**src/rtl/psgh_pkg.sv**
```systemverilog
// shared types and constants for the path string guid hash block
// no dependencies; used by every module of the block
`default_nettype none

package psgh_pkg;

	localparam int unsigned NUM_LANES = 4;
	localparam int unsigned BYTE_W    = 8;
	localparam int unsigned WORD_W    = 32;
	localparam int unsigned HASH_W    = 64;
	localparam int unsigned CNT_W     = 32;
	localparam int unsigned MUL_W     = 44;
	localparam int unsigned PROD_W    = MUL_W + BYTE_W;
	localparam int unsigned TERM_SH   = 24;
	localparam int unsigned TERM_W    = HASH_W - TERM_SH;
	localparam int unsigned LEN_W     = 56;
	localparam int unsigned LEN_SPLIT = 28;
	localparam int unsigned LEN_HI_W  = LEN_W - LEN_SPLIT;
	localparam int unsigned PPLO_W    = LEN_SPLIT + CNT_W;
	localparam int unsigned PPHI_W    = HASH_W - LEN_SPLIT;
	localparam int unsigned ACC_W     = 27;
	localparam int unsigned HALF_W    = HASH_W / 2;
	localparam int unsigned ACCLO_W   = ACC_W + HALF_W;
	localparam int unsigned NB_W      = 2;

	localparam logic [WORD_W-1:0] BS_PATTERN  = 32'h5C5C_5C5C;
	localparam logic [WORD_W-1:0] CASE_MASK   = 32'hDFDF_DFDF;
	localparam logic [WORD_W-1:0] LOW_ONES    = 32'h0101_0101;
	localparam logic [WORD_W-1:0] HIGH_BITS   = 32'h8080_8080;
	localparam logic [WORD_W-1:0] SLASH_DELTA = 32'd45;
	localparam logic [MUL_W-1:0]  WORD_MUL    = 44'hFB8_C4D9_6501;
	localparam logic [ACC_W-1:0]  ACC_MUL     = 27'h633_D5F1;
	localparam logic [LEN_W-1:0]  LEN_MUL     = 56'hAE_5028_12AA_7333;
	localparam logic [LEN_SPLIT-1:0] LEN_LO   = LEN_MUL[LEN_SPLIT-1:0];
	localparam logic [LEN_HI_W-1:0]  LEN_HI   = LEN_MUL[LEN_W-1:LEN_SPLIT];

	typedef logic [WORD_W-1:0] word_t;
	typedef logic [HASH_W-1:0] hash_t;
	typedef logic [CNT_W-1:0]  cnt_t;
	typedef logic [TERM_W-1:0] term_t;
	typedef logic [PROD_W-1:0] lane_prod_t;

	// per-word side info: terminating word and bytes kept before the nul
	typedef struct packed {
		logic            last;
		logic [NB_W-1:0] nbytes;
	} tag_t;

	// load enables for the length correction stages
	typedef struct packed {
		logic load_s4;
		logic load_out;
	} fin_ctl_t;

endpackage

`default_nettype wire

```
**src/rtl/psgh_lane.sv**
```systemverilog
// one byte lane: partial product of the word multiplier with one name byte
// depends on psgh_pkg
`default_nettype none

module psgh_lane (
	input  wire logic [psgh_pkg::BYTE_W-1:0] byte_in,
	output psgh_pkg::lane_prod_t             prod
);

	assign prod = psgh_pkg::PROD_W'(psgh_pkg::WORD_MUL) * psgh_pkg::PROD_W'(byte_in);

endmodule

`default_nettype wire

```
**src/rtl/psgh_merge.sv**
```systemverilog
// merging stage: aligns and sums the lane products into the word term
// depends on psgh_pkg
`default_nettype none

module psgh_merge (
	input  wire logic                 clk,
	input  wire logic                 load,
	input  wire psgh_pkg::lane_prod_t prod [psgh_pkg::NUM_LANES],
	input  wire psgh_pkg::tag_t       tag_in,
	output psgh_pkg::term_t           term_s2,
	output psgh_pkg::tag_t            tag_s2
);

	psgh_pkg::hash_t sum;

	always_comb begin
		sum = '0;
		for (int i = 0; i < psgh_pkg::NUM_LANES; i++) begin
			sum = sum + (psgh_pkg::hash_t'(prod[i]) << (psgh_pkg::BYTE_W * i));
		end
	end

	always_ff @(posedge clk) begin
		if (load) begin
			term_s2 <= sum[psgh_pkg::HASH_W-1:psgh_pkg::TERM_SH];
			tag_s2  <= tag_in;
		end
	end

endmodule

`default_nettype wire

```
**src/rtl/psgh_acc.sv**
```systemverilog
// accumulator: folds each word term into the running hash and byte count
// depends on psgh_pkg; hands the pre-correction sum of an ending word onward
`default_nettype none

module psgh_acc (
	input  wire logic            clk,
	input  wire logic            arst_n,
	input  wire logic            fire,
	input  wire psgh_pkg::term_t term,
	input  wire psgh_pkg::tag_t  tag,
	output psgh_pkg::hash_t      sum_s3,
	output psgh_pkg::cnt_t       cnt_s3
);

	psgh_pkg::hash_t                   hash_q;
	psgh_pkg::cnt_t                    cnt_q;
	logic [psgh_pkg::ACCLO_W-1:0]      mul_lo;
	logic [psgh_pkg::HALF_W-1:0]       mul_hi;
	psgh_pkg::hash_t                   sum;
	psgh_pkg::hash_t                   hash_next;

	// 27x64 multiply split in two 27x32 halves, high half kept mod 2^32
	assign mul_lo = psgh_pkg::ACCLO_W'(psgh_pkg::ACC_MUL)
		* psgh_pkg::ACCLO_W'(hash_q[psgh_pkg::HALF_W-1:0]);
	assign mul_hi = psgh_pkg::HALF_W'(psgh_pkg::ACC_MUL)
		* hash_q[psgh_pkg::HASH_W-1:psgh_pkg::HALF_W];
	assign sum = psgh_pkg::hash_t'(mul_lo) + {mul_hi, psgh_pkg::HALF_W'(0)}
		+ psgh_pkg::hash_t'(term);
	assign hash_next = sum ^ (sum >> 61);

	always_ff @(posedge clk or negedge arst_n) begin
		if (!arst_n) begin
			hash_q <= '0;
			cnt_q  <= '0;
		end else if (fire) begin
			if (tag.last) begin
				hash_q <= '0;
				cnt_q  <= '0;
			end else begin
				hash_q <= hash_next;
				cnt_q  <= cnt_q + psgh_pkg::CNT_W'(4);
			end
		end
	end

	always_ff @(posedge clk) begin
		if (fire && tag.last) begin
			sum_s3 <= sum;
			cnt_s3 <= cnt_q + psgh_pkg::CNT_W'(tag.nbytes);
		end
	end

endmodule

`default_nettype wire

```
**src/rtl/psgh_fin.sv**
```systemverilog
// length correction: subtracts the length constant times the byte count
// depends on psgh_pkg; two stages, the product split in 28-bit halves
`default_nettype none

module psgh_fin (
	input  wire logic               clk,
	input  wire psgh_pkg::fin_ctl_t ctl,
	input  wire psgh_pkg::hash_t    sum_s3,
	input  wire psgh_pkg::cnt_t     cnt_s3,
	output psgh_pkg::hash_t         guid_q
);

	logic [psgh_pkg::PPLO_W-1:0] pp_lo;
	logic [psgh_pkg::PPHI_W-1:0] pp_hi;
	logic [psgh_pkg::PPLO_W-1:0] pp_lo_s4;
	logic [psgh_pkg::PPHI_W-1:0] pp_hi_s4;
	psgh_pkg::hash_t             sum_s4;

	assign pp_lo = psgh_pkg::PPLO_W'(psgh_pkg::LEN_LO) * psgh_pkg::PPLO_W'(cnt_s3);
	assign pp_hi = psgh_pkg::PPHI_W'(psgh_pkg::LEN_HI) * psgh_pkg::PPHI_W'(cnt_s3);

	always_ff @(posedge clk) begin
		if (ctl.load_s4) begin
			sum_s4   <= sum_s3;
			pp_lo_s4 <= pp_lo;
			pp_hi_s4 <= pp_hi;
		end
		if (ctl.load_out) begin
			guid_q <= sum_s4 - psgh_pkg::hash_t'(pp_lo_s4)
				- {pp_hi_s4, psgh_pkg::LEN_SPLIT'(0)};
		end
	end

endmodule

`default_nettype wire

```
**src/rtl/path_string_guid_hash.sv**
```systemverilog
// path string guid hash top level: normalize, byte lanes, merge, fold, length fix
// depends on psgh_pkg, psgh_lane, psgh_merge, psgh_acc, psgh_fin
// throughput: one name word per cycle when not stalled, limited by hash feedback
// a terminating word passes registers s1, s2, s3 and s4 before out_valid_q
// words without a nul byte give no result; stalls stop the pipe only when full
// reset: arst_n clears the hash, the byte count and every stage valid at once
`default_nettype none

module path_string_guid_hash (
	input  wire logic                        clk,
	input  wire logic                        arst_n,
	input  wire logic                        in_valid,
	output wire logic                        in_stall,
	input  wire logic [psgh_pkg::WORD_W-1:0] name_word,
	output wire logic                        out_valid,
	input  wire logic                        out_stall,
	output wire logic [psgh_pkg::HASH_W-1:0] guid
);

	// front end: byte normalization and terminator search over the full word
	psgh_pkg::word_t      bs_x;
	psgh_pkg::word_t      bs_hit;
	psgh_pkg::word_t      norm;
	psgh_pkg::word_t      zmask;
	psgh_pkg::word_t      low_bit;
	psgh_pkg::word_t      keep;
	psgh_pkg::word_t      word_in;
	psgh_pkg::tag_t       tag_in;

	// pipeline stage valids and payload
	logic                 vld_s1;
	logic                 vld_s2;
	logic                 vld_s3;
	logic                 vld_s4;
	logic                 out_valid_q;
	psgh_pkg::word_t      word_s1;
	psgh_pkg::tag_t       tag_s1;
	psgh_pkg::term_t      term_s2;
	psgh_pkg::tag_t       tag_s2;
	psgh_pkg::hash_t      sum_s3;
	psgh_pkg::cnt_t       cnt_s3;
	psgh_pkg::hash_t      guid_q;
	psgh_pkg::lane_prod_t prod [psgh_pkg::NUM_LANES];

	// flow control
	logic                 out_free;
	logic                 s4_can;
	logic                 s3_can;
	logic                 fire_s2;
	logic                 s2_can;
	logic                 s1_can;
	logic                 accept;
	psgh_pkg::fin_ctl_t   fin_ctl;

	// backslash test: borrow-based match against the backslash pattern, kept
	// bit exact including its effect on bytes above a match
	assign bs_x   = name_word ^ psgh_pkg::BS_PATTERN;
	assign bs_hit = (~bs_x >> 7) & ((bs_x - psgh_pkg::LOW_ONES) >> 7) & psgh_pkg::LOW_ONES;
	// backslash to slash, then fold to upper case
	assign norm   = (name_word - bs_hit * psgh_pkg::SLASH_DELTA) & psgh_pkg::CASE_MASK;

	// nul detect; lowest flag marks the terminator byte
	assign zmask   = ~name_word & (name_word - psgh_pkg::LOW_ONES) & psgh_pkg::HIGH_BITS;
	assign low_bit = zmask & (psgh_pkg::WORD_W'(0) - zmask);
	// keeps the bytes below the nul plus the low seven bits of the nul byte
	assign keep    = low_bit - psgh_pkg::WORD_W'(1);

	always_comb begin
		tag_in.last   = |zmask;
		tag_in.nbytes = psgh_pkg::NB_W'(3);
		if (zmask[7]) begin
			tag_in.nbytes = psgh_pkg::NB_W'(0);
		end else if (zmask[15]) begin
			tag_in.nbytes = psgh_pkg::NB_W'(1);
		end else if (zmask[23]) begin
			tag_in.nbytes = psgh_pkg::NB_W'(2);
		end
	end

	assign word_in = tag_in.last ? (norm & keep) : norm;

	// backpressure ripples from the output register toward the input; a word
	// without a nul leaves at the accumulator, so only ending words can block
	assign out_free = !out_valid_q || !out_stall;
	assign s4_can   = !vld_s4 || out_free;
	assign s3_can   = !vld_s3 || s4_can;
	assign fire_s2  = vld_s2 && (!tag_s2.last || s3_can);
	assign s2_can   = !vld_s2 || fire_s2;
	assign s1_can   = !vld_s1 || s2_can;
	assign accept   = in_valid && s1_can;
	assign in_stall = !s1_can;

	assign fin_ctl.load_s4  = vld_s3 && s4_can;
	assign fin_ctl.load_out = vld_s4 && out_free;

	always_ff @(posedge clk or negedge arst_n) begin
		if (!arst_n) begin
			vld_s1      <= 1'b0;
			vld_s2      <= 1'b0;
			vld_s3      <= 1'b0;
			vld_s4      <= 1'b0;
			out_valid_q <= 1'b0;
		end else begin
			if (s1_can) begin
				vld_s1 <= in_valid;
			end
			if (s2_can) begin
				vld_s2 <= vld_s1;
			end
			if (s3_can) begin
				vld_s3 <= fire_s2 && tag_s2.last;
			end
			if (s4_can) begin
				vld_s4 <= vld_s3;
			end
			if (out_free) begin
				out_valid_q <= vld_s4;
			end
		end
	end

	// stage 1: normalized word and its tag
	always_ff @(posedge clk) begin
		if (accept) begin
			word_s1 <= word_in;
			tag_s1  <= tag_in;
		end
	end

	// byte lanes: each multiplies its byte by the word constant
	for (genvar i = 0; i < psgh_pkg::NUM_LANES; i++) begin : g_lane
		psgh_lane u_lane (
			.byte_in (word_s1[i*psgh_pkg::BYTE_W +: psgh_pkg::BYTE_W]),
			.prod    (prod[i])
		);
	end

	// stage 2: lane products summed into the shifted word term
	psgh_merge u_merge (
		.clk     (clk),
		.load    (vld_s1 && s2_can),
		.prod    (prod),
		.tag_in  (tag_s1),
		.term_s2 (term_s2),
		.tag_s2  (tag_s2)
	);

	// running hash; an ending word passes its sum and length to stage 3
	psgh_acc u_acc (
		.clk    (clk),
		.arst_n (arst_n),
		.fire   (fire_s2),
		.term   (term_s2),
		.tag    (tag_s2),
		.sum_s3 (sum_s3),
		.cnt_s3 (cnt_s3)
	);

	// stage 4 and output register: length correction
	psgh_fin u_fin (
		.clk    (clk),
		.ctl    (fin_ctl),
		.sum_s3 (sum_s3),
		.cnt_s3 (cnt_s3),
		.guid_q (guid_q)
	);

	assign out_valid = out_valid_q;
	assign guid      = guid_q;

endmodule

`default_nettype wire

```
**config.mk**
```make
export PLATFORM = sky130hd
export DESIGN_NAME = path_string_guid_hash
export DESIGN_NICKNAME = d
export VERILOG_FILES = /design/src/rtl/psgh_pkg.sv /design/src/rtl/psgh_lane.sv /design/src/rtl/psgh_merge.sv /design/src/rtl/psgh_acc.sv /design/src/rtl/psgh_fin.sv /design/src/rtl/path_string_guid_hash.sv
export SDC_FILE = /design/constraint.sdc
export NUM_CORES = 2
export LEC_CHECK = 0
export ABC_AREA = 1
export ABC_CLOCK_PERIOD_IN_PS = 10100
export BUFFER_PORTS_ARGS = -buffer_cell sky130_fd_sc_hd__buf_4
export CAP_MARGIN = 10
export CORE_ASPECT_RATIO = 1.75
export CORE_MARGIN = 2
export CORE_UTILIZATION = 45
export CTS_CLUSTER_SIZE = 24
export DETAILED_ROUTE_END_ITERATION = 10
export GPL_ROUTABILITY_DRIVEN = 0
export GPL_TIMING_DRIVEN = 0
export PLACE_DENSITY = 0.66
export SETUP_SLACK_MARGIN = 0.2
export SYNTH_ARGS = -nofsm -noshare
export SYNTH_HDL_FRONTEND = slang
export SYNTH_SLANG_ARGS = --single-unit
```
**constraint.sdc**
```tcl
create_clock -name clk -period 10.1 [get_ports clk]
set_input_delay 1.01 -clock clk [delete_from_list [all_inputs] [get_ports clk]]
set_output_delay 1.01 -clock clk [all_outputs]
set_load 0.01 [all_outputs]
```
# Word-level counts from Yosys, hierarchy flattened
# Index checks and enable logic that the tools add are counted.
dict set report op_classes {
  addsub 14
  n_mul 9
  mux 5
  bitwise 8
  n_reduce_logical 22
}
# op count
set op_table {}
lappend op_table {{$add A64 B64 Y64} 2}
lappend op_table {{$mul A44 B8 Y52 const A} 2}
lappend op_table {{$and A32 B32 Y32} 3}
lappend op_table {{$add A59 B64 Y64} 1}
lappend op_table {{$add A64 B40 Y64} 1}
lappend op_table {{$mux W32} 2}
lappend op_table {{$mux W64} 1}
lappend op_table {{$not A32 Y32} 2}
lappend op_table {{$sub A32 B25 Y32 const B} 2}
lappend op_table {{$sub A64 B58 Y64} 1}
lappend op_table {{$sub A64 B64 Y64} 1}
lappend op_table {{$xor A64 B3 Y64} 1}
lappend op_table {{$add A52 B60 Y61} 1}
lappend op_table {{$mul A27 B32 Y59 const A} 1}
lappend op_table {{$mul A26 B32 Y58 const A} 1}
lappend op_table {{$mul A44 B8 Y48 const A} 1}
lappend op_table {{$mul A44 B8 Y40 const A} 1}
lappend op_table {{$mul A28 B32 Y36 const A} 1}
lappend op_table {{$add A32 B2 Y32} 1}
lappend op_table {{$add A32 B3 Y32 const B} 1}
lappend op_table {{$mul A27 B32 Y32 const A} 1}
lappend op_table {{$sub A1 B32 Y32 const A} 1}
lappend op_table {{$sub A32 B1 Y32 const B} 1}
lappend op_table {{$sub A32 B31 Y32} 1}
lappend op_table {{9 further kinds} 27}
dict set report word_totals {
  regBits 497
  inputBits 36
  out_inout_bits 66
}

# Logic depth before layout (Yosys ltp)
dict set report depth {
  depth_word 9
  mapped_depth 52
}

# By module
# From an unflattened synthesis, not the netlist that was laid out.
dict set report hier_totals {
  cells_unflattened 13433
  hier_area_um2 105449.9
}
# module instances cells_per_inst area_each_um2 seq_area_each_um2
set by_module_without_submodules {}
lappend by_module_without_submodules {psgh_fin 1 4413 35500.3 6636.4}
lappend by_module_without_submodules {psgh_acc 1 3620 34605.7 5235.0}
lappend by_module_without_submodules {psgh_lane 4 901 5841.9 0.0}
lappend by_module_without_submodules {psgh_merge 1 1238 8351.8 1291.2}
lappend by_module_without_submodules {path_string_guid_hash 1 558 3624.7 1056.0}

# Worst setup path after synthesis
# Ideal clock, no wire load.
dict set report synth_timing {
  path_type {register to register}
  start {register word_s1[14]}
  end {register u_merge.term_s2[31] (data pin)}
  setup_ps 276
  arrival_time_ps 9022
  t_required_ps 9824
  setup_slack_ps 802
  path_stages_with_launch 40
  period_less_slack_ps 9298
  path_cell_list {edfxtp_1 > inv_1 > ha_1 > ha_1 > fa_1 > inv_1 > fa_1 > inv_1 > ha_1 > nand2_1 > nor2_1 > nand4_1 > o211ai_1 > a21oi_1 > o21ai_0 > a21oi_1 > xor2_1 > fa_1 > [4 not listed] > ha_1 > nand2_1 > nor2_1 > inv_1 > nor4_1 > nand3_1 > nand3_1 > a31oi_1 > xnor2_1 > fa_1 > ha_1 > nand2_1 > inv_1 > a21oi_1 > a21boi_0 > o21a_1 > o311ai_0 > xor2_1}
}
dict set report synth_between {
  elab_chain_cells 4
}
# element line
set synth_rtl {}
lappend synth_rtl {{start: declaration} path_string_guid_hash.sv:36} ;# psgh_pkg::word_t word_s1;
lappend synth_rtl {{start signal: assignment} path_string_guid_hash.sv:125} ;# word_s1 <= word_in;
lappend synth_rtl {{$mul A44 B8 Y52} psgh_lane.sv:10} ;# assign prod = psgh_pkg::PROD_W'(psgh_pkg::WORD_MUL) * psgh_pkg::PROD_W'(byte_in);
lappend synth_rtl {{$add A52 B60 Y61} psgh_merge.sv:19} ;# sum = sum + (psgh_pkg::hash_t'(prod[i]) << (psgh_pkg::BYTE_W * i));
lappend synth_rtl {{$add A64 B64 Y64 (2 in a row)} psgh_merge.sv:19}
lappend synth_rtl {{net u_merge.sum[55]} psgh_merge.sv:14} ;# psgh_pkg::hash_t sum;
lappend synth_rtl {{end signal: assignment} psgh_merge.sv:25} ;# term_s2 <= sum[psgh_pkg::HASH_W-1:psgh_pkg::TERM_SH];
lappend synth_rtl {{end: declaration} psgh_merge.sv:10} ;# output psgh_pkg::term_t term_s2,
# The timed path passes the listed nets, and every way through them passes these cells.
# A chain may end at the register's enable or synchronous reset.

# Worst setup path in the final report
dict set report layout_timing {
  start {register word_s1[15]}
  end {register u_merge.term_s2[37] (data pin)}
}
# Same word-level chain as after synthesis.

==> reports/summary.txt <==
=====================================================================================
Final slew viol count                                                               0
Clock latency on the worst-skew pair                                          0.75 ns
CTS tree                                                                          yes
Reg2reg start                                                            word_s1[15]$_DFFE_PP_
Endpoint of the most critical register-to-register path                  u_merge.term_s2[37]$_DFFE_PP_
Detailed Routing Iterations Pass 1                                                  8
Synthesized area per cell                                                  8.90 sq um
Count of standard-cell rows                                                       219
Worst-margin pin slew                                                         1.29 ns
Fraction of final layout cells sized beyond drive strength 1                   0.0561
Reg2reg setup slack                                                           0.07 ns
Number of warnings issued by yosys                                                  0
Most instantiated flip-flop cell in the synthesis netlist                sky130_fd_sc_hd__edfxtp_1
Most frequent standard cell in the layout excluding fill and tap cells   sky130_fd_sc_hd__inv_1
Chip Height                                                                    600 um
Wire length of the first global-routing pass                                467000 um
Clock skew                                                                   0.125 ns
TritonCTS Sinks                                                                   490
DP Wirelength                                                               267000 um
Minimum clock period                                                         10.03 ns
Sequential area share after synthesis                                           0.155
Overall die width                                                              345 um
Launching element type of the critical path                                  register
Root cell of the clock tree                                              sky130_fd_sc_hd__clkbuf_16
CP max stage cell                                                        sky130_fd_sc_hd__fa_1
Count of different cell masters after synthesis                                    62
Pin count of the biggest net entering global routing                               99
Proportion of synthesized flip-flops having asynchronous set or reset           0.202
Total number of H-tree levels                                                       2
Unrepaired setup endpoints after global routing                                  true
Port Buffer Count                                                                  99
Detail-routed via count per cell                                                 5.51
Clock buffer count from CTS                                                        52
Leftover overflow at the end of global routing                                      0
Required arrival time at the worst endpoint                                  10.54 ns
Clk buf depth                                                                       3
Post-layout nets                                                                13406
Crit path max fanout                                                                4
Area after DPL                                                            95700 sq um
Post-Layout Cell Count                                                          13212
DRC violation count after routing                                                   0
Final-report hold violation count                                                   0
Number of enable flip-flop cells after synthesis                                  391
Count of antenna-violating nets left after detailed routing                         0
Commonest cells after routing, fill and taps aside                       sky130_fd_sc_hd__inv_1 (2806), sky130_fd_sc_hd__ha_1 (1500), sky130_fd_sc_hd__fa_1 (1315)
Average wire per cell in the routed design                                    23.9 um
Outcome                                                                  finished clean
Via Count                                                                       72761
CTS hold repair buffers                                                             0
Cells after DPL                                                                 13039
Post-route fraction of the period consumed by the critical path                 0.993
Core footprint                                                           203000 sq um
Area delta synth->final                                                         9.01%
Cell repeated most along the worst path                                  sky130_fd_sc_hd__fa_1
FMAX                                                                         99.7 MHz
Slew margin rel.                                                                0.143
Seq cells post-synth                                                              490
Area of the die                                                          207000 sq um
Kind of critical path                                                         reg2reg
CP endpoint kind                                                             register
Mapped cell area                                                          91500 sq um
Initial antenna violation count                                                    15
Fillers                                                                         18846
Starting density of the core                                                    0.451
Kind of path behind the tightest hold check                                  in2async
Final standard cell area without fillers                                  99700 sq um
Detailed router's first-iteration violation count                                4720
Final routed wirelength across all metal layers                             316000 um
Syn nets                                                                        13184
Critical Path Max Stage Delay                                                 0.55 ns
Count of mapped cells out of synthesis                                          10282
Number of global-route vias before repair                                       78788
Count of max-cap constraint violations                                              0
I/O Pins                                                                          102
Cell count of the worst reg-to-reg path                                            40
Final setup fails                                                                   0
CP arrival                                                                   10.46 ns
Overall routing resource usage                                                  0.307
Clock-pin transition on the worst setup and hold timing paths                 0.06 ns
=====================================================================================
## critical path: cells and delay by family, from the launching register on
family / cells / cell delay [ns]
DFF: 1 / 0.51
AOI/OAI and AO/OA: 5 / 0.81
and+or+nand+nor: 13 / 2.06
adders and majority gates: 12 / 5.09
xor gates and xnor gates: 2 / 0.60
buffers and inverters: 8 / 0.63
## cell type report
cell class	instances	area (sq um)	share of cell area
inverters	2832	10600	0.107
diodes	12	30.0	0.000301
clock inverters	34	307	0.00307
repair buffers	168	1390	0.0140
flip-flops and latches	490	14200	0.143
plain buffers	50	194	0.00194
multi-input cells	6910	68200	0.684
clock buffers	64	1380	0.0138
well taps	2652	3320	0.0333
## per-stage QoR
stage               TNS, ns  hold WS (ns)  utilization  setup WS (ns)
detailed placement   -36.23         0.405        0.472          -1.96
global route         -0.757         0.262        0.492         -0.163
finish                    0         0.241        0.492         0.0733
CTS                       0         0.245        0.485          0.190
floorplan                 0         0.400            -          0.802
global placement     -32.52         0.404        0.471          -1.86
## worst max-delay path by stage
stage | startpoint | end | slack (ns) | cells past startpoint
2_1_floorplan | word_s1[14]$_DFFE_PP_ | u_merge.term_s2[31]$_DFFE_PP_ | 0.80 | 39
3_3_place_gp | word_s1[14]$_DFFE_PP_ | u_merge.term_s2[31]$_DFFE_PP_ | -1.86 | 45
3_5_place_dp | word_s1[14]$_DFFE_PP_ | u_merge.term_s2[31]$_DFFE_PP_ | -1.96 | 45
4_1_cts | word_s1[11]$_DFFE_PP_ | u_merge.term_s2[37]$_DFFE_PP_ | 0.19 | 42
5_1_grt | word_s1[15]$_DFFE_PP_ | u_merge.term_s2[38]$_DFFE_PP_ | -0.16 | 44
6_report | word_s1[15]$_DFFE_PP_ | u_merge.term_s2[37]$_DFFE_PP_ | 0.07 | 40
## cells by family (layout without fill, tap and decap cells)
logic type      after synthesis  after routing  share of synthesized area
buf+inv                    2882           3148                      0.118
fa+ha+maj                  2866           2866                      0.500
simple gates               2291           2291                      0.103
compound gates             1334           1334                     0.0828
flops                       490            490                      0.155
xor+xnor                    419            419                     0.0402
other cells                   0             12                          0
## registers in the layout, indices dropped and copies added (netlist names)
signal	count
vld_s2	1
u_acc.cnt_q	30
word_s1	28
u_acc.hash_q	64
u_acc.cnt_s3	32
vld_s4	1
u_acc.sum_s3	64
u_merge.tag_s2	3
u_fin.pp_hi_s4	36
vld_s1	1
u_fin.guid_q	64
out_valid	1
u_merge.term_s2	40
u_fin.pp_lo_s4	57
tag_s1	3
u_fin.sum_s4	64
vld_s3	1
## layer usage
| layer | wire, um | track usage | vias to the layer above |
|---|---|---|---|
| li1 | - | - | 32663 |
| met1 | 92200 | 0.270 | 35189 |
| met2 | 160000 | 0.548 | 3191 |
| met3 | 18000 | 0.0560 | 1712 |
| met4 | 45800 | 0.341 | 6 |
| met5 | 41 | 0 | - |
## cells in the mapped netlist, types with 4 or more instances
master	number	area share
sky130_fd_sc_hd__xor2_1	268	0.026
sky130_fd_sc_hd__buf_2	4	0.00022
sky130_fd_sc_hd__a21boi_1	5	0.00041
sky130_fd_sc_hd__a22o_1	10	0.00096
sky130_fd_sc_hd__a21oi_1	593	0.032
sky130_fd_sc_hd__o21a_1	42	0.0034
sky130_fd_sc_hd__or2_1	4	0.00027
sky130_fd_sc_hd__a311oi_1	4	0.00038
sky130_fd_sc_hd__nand3b_1	12	0.00098
sky130_fd_sc_hd__nand4_1	54	0.0037
sky130_fd_sc_hd__o21bai_1	44	0.0036
sky130_fd_sc_hd__xnor2_1	150	0.014
sky130_fd_sc_hd__nand2_1	1199	0.049
sky130_fd_sc_hd__a21o_1	79	0.0065
sky130_fd_sc_hd__o21ai_2	6	0.00057
sky130_fd_sc_hd__nor2_1	626	0.026
sky130_fd_sc_hd__and3_1	10	0.00068
sky130_fd_sc_hd__fa_1	1316	0.29
sky130_fd_sc_hd__a21boi_0	17	0.0014
sky130_fd_sc_hd__o31ai_1	7	0.00057
sky130_fd_sc_hd__a21oi_2	5	0.00048
sky130_fd_sc_hd__a221oi_1	8	0.00077
sky130_fd_sc_hd__edfxtp_1	391	0.13
sky130_fd_sc_hd__o22ai_1	8	0.00055
sky130_fd_sc_hd__nand3_1	231	0.013
sky130_fd_sc_hd__a31o_2	7	0.00067
sky130_fd_sc_hd__ha_1	1550	0.21
sky130_fd_sc_hd__dfrtp_1	99	0.027
sky130_fd_sc_hd__and2_1	13	0.00089
sky130_fd_sc_hd__clkbuf_1	46	0.0019
sky130_fd_sc_hd__a31oi_1	62	0.0042
sky130_fd_sc_hd__o21ai_1	35	0.0019
sky130_fd_sc_hd__inv_1	2824	0.12
sky130_fd_sc_hd__inv_2	6	0.00025
sky130_fd_sc_hd__a211oi_1	10	0.00082
sky130_fd_sc_hd__o211ai_1	13	0.0011
sky130_fd_sc_hd__nor3_1	70	0.0038
sky130_fd_sc_hd__nor4_1	40	0.0027
sky130_fd_sc_hd__o221ai_1	8	0.00077
sky130_fd_sc_hd__or2_2	9	0.00062
sky130_fd_sc_hd__o21ai_0	358	0.020
sky130_fd_sc_hd__nand2_2	7	0.00048
## timing repair
item | 4_1_cts | 5_1_grt
setup endpoints to repair | 31 | 41
setup buffers | 28 | 35
pin swaps | 24 | 89
hold endpoints to repair | 0 | 0
resized for setup | 149 | 242
Power is left out: the tool's default activity adds up to more than one toggle a clock period on the data nets, which glitch-free logic cannot reach.
